[src/bsa_pkg.sv]
// Shared types and constants of the bitmap slot allocator.
// Used by bsa_map, the top level and the checker; no dependencies.
`default_nettype none

package bsa_pkg;

    localparam int ACTIVE_W = 9;
    localparam int SLOT_W   = 8;
    localparam int OP_W     = 3;

    localparam logic [OP_W-1:0] OP_CLEAR  = 3'd0;
    localparam logic [OP_W-1:0] OP_ALLOC  = 3'd1;
    localparam logic [OP_W-1:0] OP_ASSIGN = 3'd2;
    localparam logic [OP_W-1:0] OP_SAMPLE = 3'd3;
    localparam logic [OP_W-1:0] OP_VACANT = 3'd4;

    // Register index of active_slots (address bit 2 of the APB port)
    localparam logic CFG_ACTIVE_SLOTS = 1'b0;
    localparam logic [ACTIVE_W-1:0] ACTIVE_SLOTS_RST = 9'd256;

    typedef struct packed {
        logic [OP_W-1:0]   operation;
        logic [SLOT_W-1:0] slot_index;
        logic              write_value;
    } t_in_item;

    typedef struct packed {
        logic [SLOT_W-1:0] result_index;
        logic              success;
        logic              bit_value;
    } t_out_item;

    // Request from the handshake stage to the map
    typedef struct packed {
        logic                advance;
        t_in_item            item;
        logic [ACTIVE_W-1:0] active_slots;
    } t_map_req;

endpackage

`default_nettype wire

[src/bsa_find_zero.sv]
// Two-level priority encoder: lowest zero bit of the occupancy map.
// Standalone; no package dependency.
`default_nettype none

module bsa_find_zero #(
    parameter int MAX_SLOTS = 256
) (
    input  wire logic [MAX_SLOTS-1:0]         i_map,
    output logic                              o_found,
    output logic [$clog2(MAX_SLOTS)-1:0]      o_index
);

    localparam int IDX_W = $clog2(MAX_SLOTS);
    localparam int PAD_N = 2 ** IDX_W;
    localparam int LO_W  = IDX_W / 2;
    localparam int HI_W  = IDX_W - LO_W;
    localparam int GRP_S = 2 ** LO_W;
    localparam int GRP_N = 2 ** HI_W;

    logic [PAD_N-1:0] padded;
    logic [GRP_N-1:0] grp_free;
    logic [HI_W-1:0]  grp_sel;
    logic [GRP_S-1:0] grp_word;
    logic [LO_W-1:0]  bit_sel;

    // Pad unused slots as occupied so they are never chosen
    assign padded = {{(PAD_N - MAX_SLOTS){1'b1}}, i_map};

    always_comb begin
        for (int g = 0; g < GRP_N; g++) begin
            grp_free[g] = ~&padded[g*GRP_S +: GRP_S];
        end
    end

    always_comb begin
        grp_sel = '0;
        for (int g = GRP_N - 1; g >= 0; g--) begin
            if (grp_free[g]) begin
                grp_sel = HI_W'(g);
            end
        end
    end

    assign grp_word = padded[grp_sel*GRP_S +: GRP_S];

    always_comb begin
        bit_sel = '0;
        for (int b = GRP_S - 1; b >= 0; b--) begin
            if (!grp_word[b]) begin
                bit_sel = LO_W'(b);
            end
        end
    end

    assign o_found = |grp_free;
    assign o_index = {grp_sel, bit_sel};

endmodule

`default_nettype wire

[src/bsa_map.sv]
// Occupancy map register and the single-pass operation logic.
// Depends on bsa_pkg and bsa_find_zero.
`default_nettype none

module bsa_map #(
    parameter int MAX_SLOTS = 256
) (
    input  wire logic               i_clk,
    input  wire logic               i_rst_n,
    input  wire bsa_pkg::t_map_req  i_req,
    output bsa_pkg::t_out_item      o_result
);

    import bsa_pkg::*;

    localparam int IDX_W = $clog2(MAX_SLOTS);
    localparam int CMP_W = ((IDX_W > ACTIVE_W) ? IDX_W : ACTIVE_W) + 1;

    logic [MAX_SLOTS-1:0] r_map;
    logic [MAX_SLOTS-1:0] n_map;
    logic                 found;
    logic [IDX_W-1:0]     found_idx;
    logic [CMP_W-1:0]     found_ext;
    logic [CMP_W-1:0]     active_ext;
    logic [CMP_W-1:0]     slot_ext;
    logic [IDX_W-1:0]     slot_addr;
    logic                 slot_ok;
    logic                 search_ok;

    bsa_find_zero #(
        .MAX_SLOTS (MAX_SLOTS)
    ) u_find_zero (
        .i_map   (r_map),
        .o_found (found),
        .o_index (found_idx)
    );

    assign found_ext  = CMP_W'(found_idx);
    assign active_ext = CMP_W'(i_req.active_slots);
    assign slot_ext   = CMP_W'(i_req.item.slot_index);
    assign slot_addr  = slot_ext[IDX_W-1:0];
    // Lowest free slot overall; it counts only if below the active count
    assign search_ok  = found && (found_ext < active_ext);
    assign slot_ok    = (slot_ext < active_ext) && (slot_ext < CMP_W'(MAX_SLOTS));

    always_comb begin
        n_map    = r_map;
        o_result = '0;
        case (i_req.item.operation) inside
            OP_CLEAR: begin
                n_map            = '0;
                o_result.success = 1'b1;
            end
            OP_ALLOC, OP_VACANT: begin
                if (search_ok) begin
                    o_result.success      = 1'b1;
                    o_result.result_index = found_ext[SLOT_W-1:0];
                    if (i_req.item.operation == OP_ALLOC) begin
                        n_map[found_idx] = 1'b1;
                    end
                end
            end
            OP_ASSIGN: begin
                if (slot_ok) begin
                    o_result.success   = 1'b1;
                    o_result.bit_value = r_map[slot_addr];
                    n_map[slot_addr]   = i_req.item.write_value;
                end
            end
            OP_SAMPLE: begin
                if (slot_ok) begin
                    o_result.success   = 1'b1;
                    o_result.bit_value = r_map[slot_addr];
                end
            end
            default: begin
                n_map = r_map;
            end
        endcase
    end

    always_ff @(posedge i_clk) begin
        if (!i_rst_n) begin
            r_map <= '0;
        end else if (i_req.advance) begin
            r_map <= n_map;
        end
    end

endmodule

`default_nettype wire

[src/bitmap_slot_allocator_core.sv]
// Top level of the bitmap slot allocator: handshake stages, config register.
// Depends on bsa_pkg and bsa_map (which uses bsa_find_zero).
//
// Usage:
//   Input channel (i_in_valid / i_in_data / o_in_stall) carries one operation
//   per transaction: clear all, allocate, assign, sample or find vacant.
//   Output channel (o_out_valid / o_out_data / i_out_stall) returns exactly
//   one result transaction per input transaction, in order.
//   The APB port holds one register, active_slots, at byte address 0.
//   Write it only while no transaction is in flight.
// Timing:
//   A transaction is first registered in the input stage, then executed against
//   the map in one pass (priority encoder plus bit update) as it moves into the
//   result stage, whose register drives the output. Throughput is one
//   transaction per cycle while the receiver does not stall, set by the
//   combinational encoder over the flip-flop map.
// Reset:
//   Synchronous, active low. The map returns to all free, active_slots to
//   256, and both stages empty.
// Stall:
//   While the receiver stalls a held result, the input stage holds its item
//   and o_in_stall rises once that stage is occupied; no result is dropped.
`default_nettype none

module bitmap_slot_allocator_core #(
    parameter int MAX_SLOTS = 256
) (
    input  wire logic                i_clk,
    input  wire logic                i_rst_n,
    input  wire logic                i_in_valid,
    input  wire bsa_pkg::t_in_item   i_in_data,
    output logic                     o_in_stall,
    output logic                     o_out_valid,
    output bsa_pkg::t_out_item       o_out_data,
    input  wire logic                i_out_stall,
    input  wire logic                psel,
    input  wire logic                penable,
    input  wire logic                pwrite,
    input  wire logic [2:0]          paddr,
    input  wire logic [31:0]         pwdata,
    output logic [31:0]              prdata,
    output logic                     pready
);

    import bsa_pkg::*;

    // Input stage
    logic                r_s1_valid;
    t_in_item            r_s1_item;
    // Result stage
    logic                r_out_valid;
    t_out_item           r_out_item;
    // Configuration
    logic [ACTIVE_W-1:0] r_active_slots;

    logic                advance;
    logic                in_take;
    logic                cfg_wr;
    t_map_req            map_req;
    t_out_item           map_result;

    // Move the held item into the result stage when that stage frees up
    assign advance = r_s1_valid && (!r_out_valid || !i_out_stall);
    // Take a new transaction when the input stage is empty or drains now
    assign in_take = i_in_valid && (!r_s1_valid || advance);

    assign o_in_stall  = r_s1_valid && !advance;
    assign o_out_valid = r_out_valid;
    assign o_out_data  = r_out_item;

    assign map_req.advance      = advance;
    assign map_req.item         = r_s1_item;
    assign map_req.active_slots = r_active_slots;

    bsa_map #(
        .MAX_SLOTS (MAX_SLOTS)
    ) u_map (
        .i_clk    (i_clk),
        .i_rst_n  (i_rst_n),
        .i_req    (map_req),
        .o_result (map_result)
    );

    always_ff @(posedge i_clk) begin
        if (!i_rst_n) begin
            r_s1_valid <= 1'b0;
        end else if (in_take) begin
            r_s1_valid <= 1'b1;
        end else if (advance) begin
            r_s1_valid <= 1'b0;
        end
    end

    always_ff @(posedge i_clk) begin
        if (in_take) begin
            r_s1_item <= i_in_data;
        end
    end

    always_ff @(posedge i_clk) begin
        if (!i_rst_n) begin
            r_out_valid <= 1'b0;
        end else if (advance) begin
            r_out_valid <= 1'b1;
        end else if (!i_out_stall) begin
            r_out_valid <= 1'b0;
        end
    end

    always_ff @(posedge i_clk) begin
        if (advance) begin
            r_out_item <= map_result;
        end
    end

    // APB: zero-wait-state, byte address bit 2 selects the register,
    // byte offset bits are ignored on writes; reads need them zero
    assign pready = 1'b1;
    assign cfg_wr = psel && penable && pwrite && (paddr[2] == CFG_ACTIVE_SLOTS);

    always_ff @(posedge i_clk) begin
        if (!i_rst_n) begin
            r_active_slots <= ACTIVE_SLOTS_RST;
        end else if (cfg_wr) begin
            r_active_slots <= pwdata[ACTIVE_W-1:0];
        end
    end

    always_comb begin
        prdata = '0;
        if (paddr[2] == CFG_ACTIVE_SLOTS && paddr[1:0] == 2'b00) begin
            prdata = 32'(r_active_slots);
        end
    end

endmodule

`default_nettype wire

[config.mk]
export PLATFORM = sky130hd
export DESIGN_NAME = bitmap_slot_allocator_core
export DESIGN_NICKNAME = d
export VERILOG_FILES = /design/src/bsa_pkg.sv /design/src/bsa_find_zero.sv /design/src/bsa_map.sv /design/src/bitmap_slot_allocator_core.sv
export SDC_FILE = /design/constraint.sdc
export NUM_CORES = 1
export LEC_CHECK = 0
export BUFFER_PORTS_ARGS = -buffer_cell sky130_fd_sc_hd__buf_2
export CORE_MARGIN = 2
export CORE_UTILIZATION = 30
export CTS_CLUSTER_SIZE = 28
export DETAILED_ROUTE_END_ITERATION = 6
export SYNTH_ARGS = -nofsm -noshare
export SYNTH_HDL_FRONTEND = slang
export SYNTH_SLANG_ARGS = --single-unit
export TNS_END_PERCENT = 10
[constraint.sdc]
create_clock -name i_clk -period 6.6 [get_ports i_clk]
set_input_delay 0.99 -clock i_clk [delete_from_list [all_inputs] [get_ports i_clk]]
set_output_delay 0.99 -clock i_clk [all_outputs]
set_load 0.02 [all_outputs]
==> out/qor.yml <==
clock_network:
  cts_tree: "yes"
  root_buffer: "clkbuf_16"
  numCtsBuffers: 37
  worstSkewPairLatency_ns: 0.58
  clockBufferDepth: 3
  clkTransAtPathRegs_ns: 0.06
  clkSinkCount: 289
  htreeDepth: 2
  hold_buffers: 0
logic_synthesis:
  synth-simple-area-share_pct: 11.7
  yosys_most_used_dff: "dfxtp_1"
  ys_seq_area_share_pct: 25.2
  synth_xor_area_share_pct: 0.0368
  synth_compound_area_share_pct: 45.3
  ys_warn_count: 0
  async_reset_ff_share_pct: 0
  syn_area_um2: 23800
  avgSynthCellArea_um2: 8.03
  synth_edf_count: 22
  synthMuxAreaShare_pct: 8.78
  yosys_register_bits: 289
  synth_cell_types: 97
  synth_cells: 2966
  yosysTopAreaCell: "dfxtp_1"
  post-synth-top-area-fraction_pct: 22.4
  synth_area_leaders: "dfxtp_1 22%, a21oi_1 19%, o221a_1 10%"
  synth_top_family_by_area: "compound AO/OA/AOI/OAI gates"
  synth-adder-area-share_pct: 0.736
global_routing:
  grt_max_degree: 220
  antenna_found_initial: 5
  grt_pass1_wl_um: 200000
  grt_pass1_vias: 27600
  grt_usage_pct: 33.2
  grt.overflow.total: 0
worst_hold_path:
  worst_hold_startpoint: "r_active_slots[6]"
  min_to: "r_active_slots[6]"
  min_path_cells: 2
  holdCritPathClass: "reg -> reg"
die:
  core_region_area_um2: 78700
  num_io_pins: 99
  die_area_um2: 81600
  initial_core_util_pct: 30.2
  rows: 103
  fp.dieH_um: 286
  die_w_um: 286
critical_path:
  r2r_start: "u_map.r_map[193]"
  path_max_fanout: 16
  slowest_delay_ns: 0.61
  cp_slowest_cell: "or4_4"
  crit_arrival_ns: 7.10
  cp_common_cell: "buf_4"
  r2r_cells: 31
  cp-end-kind: "flip-flop"
  worstPathRequired_ns: 7.06
  worstSetupPathType: "reg -> reg"
  start_kind: "flip-flop"
  worst-path-buf-inv: 6
  crit_family: "simple AND/OR/NAND/NOR gates"
  rrSetupSlack_ns: -0.04
  r2r-end: "u_map.r_map[35]"
timing:
  setup-tns-final_ns: -0.462
  slew_viol_final: 0
  setup_ws_ns: -0.0409
  hold_viol_final: 0
  min_period_ns: 6.64
  finalCritPeriodShare_pct: 101
  max_slew_margin_pct: 6.75
  hold_ws_ns: 0.470
  finalSetupViolations: 37
  fin_skew_ns: 0.0230
  worst_pin_slew_ns: 1.40
  rsz0062_at_grt: "true"
  clock.fmax_mhz: 151
finish:
  syn2layout_area_growth_pct: 31.5
  final_cell_mix: "898 x a21oi_1, 561 x buf_4, 262 x dfxtp_1"
  fin_nets: 3384
  final_common_cell: "a21oi_1"
  final_cell_area_um2: 31300
  drive_gt1_share_pct: 31.1
route:
  drt_pass1_iterations: 7
  routed_wl_um: 143000
  vias: 30300
  routedWlPerCell_um: 32.7
  ant_nets: 0
  drt_iter0_markers: 5067
  drc_errors: 5
  viasPerCell: 6.90
placed_design:
  post-dp-hpwl_um: 92200
  placed_area_um2: 28700
  io_buffer_count: 51
  routabilityCongestion: 1.07
pwr:
  powerDensity_nw_per_um2: 155
  power_mw: 4.85
  p_leak_nw: 11.3
  ir_drop_uv: 148
job:
  max_cap_viol_count: 0
status:
  violations: "design-rule violations, negative setup slack"
  status: "complete, but fails checks"
per-layer routing:
metal | track usage (%) | up-vias | wire length [um]
met3 | 10.8 | 723 | 20400
met5 | 0 | - | 43
met2 | 46.7 | 2552 | 56800
li1 | - | 12500 | -
met4 | 22.2 | 6 | 12400
met1 | 43.0 | 14500 | 53700
synth_stat cells (16+ instances only):
| cell | n |
|---|---|
| a2bb2oi_1 | 17 |
| buf_6 | 25 |
| o221a_2 | 17 |
| nand3_1 | 60 |
| inv_1 | 17 |
| a221o_1 | 100 |
| nand2_1 | 103 |
| buf_4 | 34 |
| dfxtp_1 | 267 |
| nand4_1 | 71 |
| a211oi_1 | 19 |
| clkbuf_1 | 286 |
| nor2_1 | 86 |
| nor3_1 | 40 |
| o21ai_1 | 20 |
| o21ai_0 | 162 |
| buf_2 | 40 |
| nor4_1 | 18 |
| a21oi_1 | 926 |
| edfxtp_1 | 22 |
| and2_1 | 16 |
| o221a_1 | 221 |
| o221ai_1 | 19 |
| nand2b_1 | 18 |
| mux4_2 | 81 |
repair_timing:
item / in CTS / in global routing
gates cloned: 7 / 10
setup buffers: 7 / 29
gates resized for setup: 73 / 103
pin swaps: 16 / 153
endpoints found under the setup margin: 259 / 256
cell families after synthesis:
group           after synthesis
simple gates                506
other cells                   2
compound gates             1631
mux                         106
flops                       289
buf+inv                     417
xor+xnor                      1
fa+ha+maj                    14
power by group:
group / internal (mW) / leakage, nW / total (mW) / switching, mW
Combinational: 0.344 / 8.35 / 0.960 / 0.616
Clock: 1.15 / 0.558 / 2.05 / 0.896
Sequential: 1.81 / 2.37 / 1.85 / 0.0345
Total: 3.31 / 11.3 / 4.85 / 1.55
cell type report:
cell class                 instances  area (um^2)
inverter                          20         82.6
sequential                       289         6010
tap                             1050         1310
antenna                            3         7.51
multi-input combinational       2284        16900
timing repair buffer             684         5860
fill                            7964        47400
clock buffer                      49         1010
clock inverter                    13          124
stage by stage:
stage / setup slack [ns] / util, % / instances
floorplan: 0.675 / - / 2988
global placement: -0.661 / 36.5 / 4275
detailed placement: -0.679 / 36.5 / 4275
CTS: 0.00479 / 38.5 / 4351
global route: -0.131 / 39.7 / 4389
finish: -0.0409 / 39.8 / 4392
registers in the layout (all words and copies together), names as in the netlist:
name / count
o_out_valid: 1
r_active_slots: 9
o_out_data: 10
map_req: 12
r_s1_valid: 1
u_map.r_map: 256
how the worst max path moves through the flow:
| stage | slack [ns] | cells after the start | startpoint | to |
|---|---|---|---|---|
| after floorplan | 0.68 | 29 | u_map.r_map[191] | u_map.r_map[78] |
| after detailed placement | -0.68 | 33 | u_map.r_map[210] | u_map.r_map[7] |
| after global routing | -0.13 | 31 | u_map.r_map[199] | u_map.r_map[12] |
| after global placement | -0.66 | 33 | u_map.r_map[209] | u_map.r_map[13] |
| after CTS | 0.005 | 34 | u_map.r_map[210] | u_map.r_map[99] |
| final | -0.04 | 31 | u_map.r_map[193] | u_map.r_map[35] |
tightest hold or removal path, delay by kind of cell, from the launching register on:
family          cells  cell delay (ns)
flops               1             0.32
compound gates      1             0.05
simple gates        1             0.05
No activity file was read; power rests on OpenSTA's default activity.
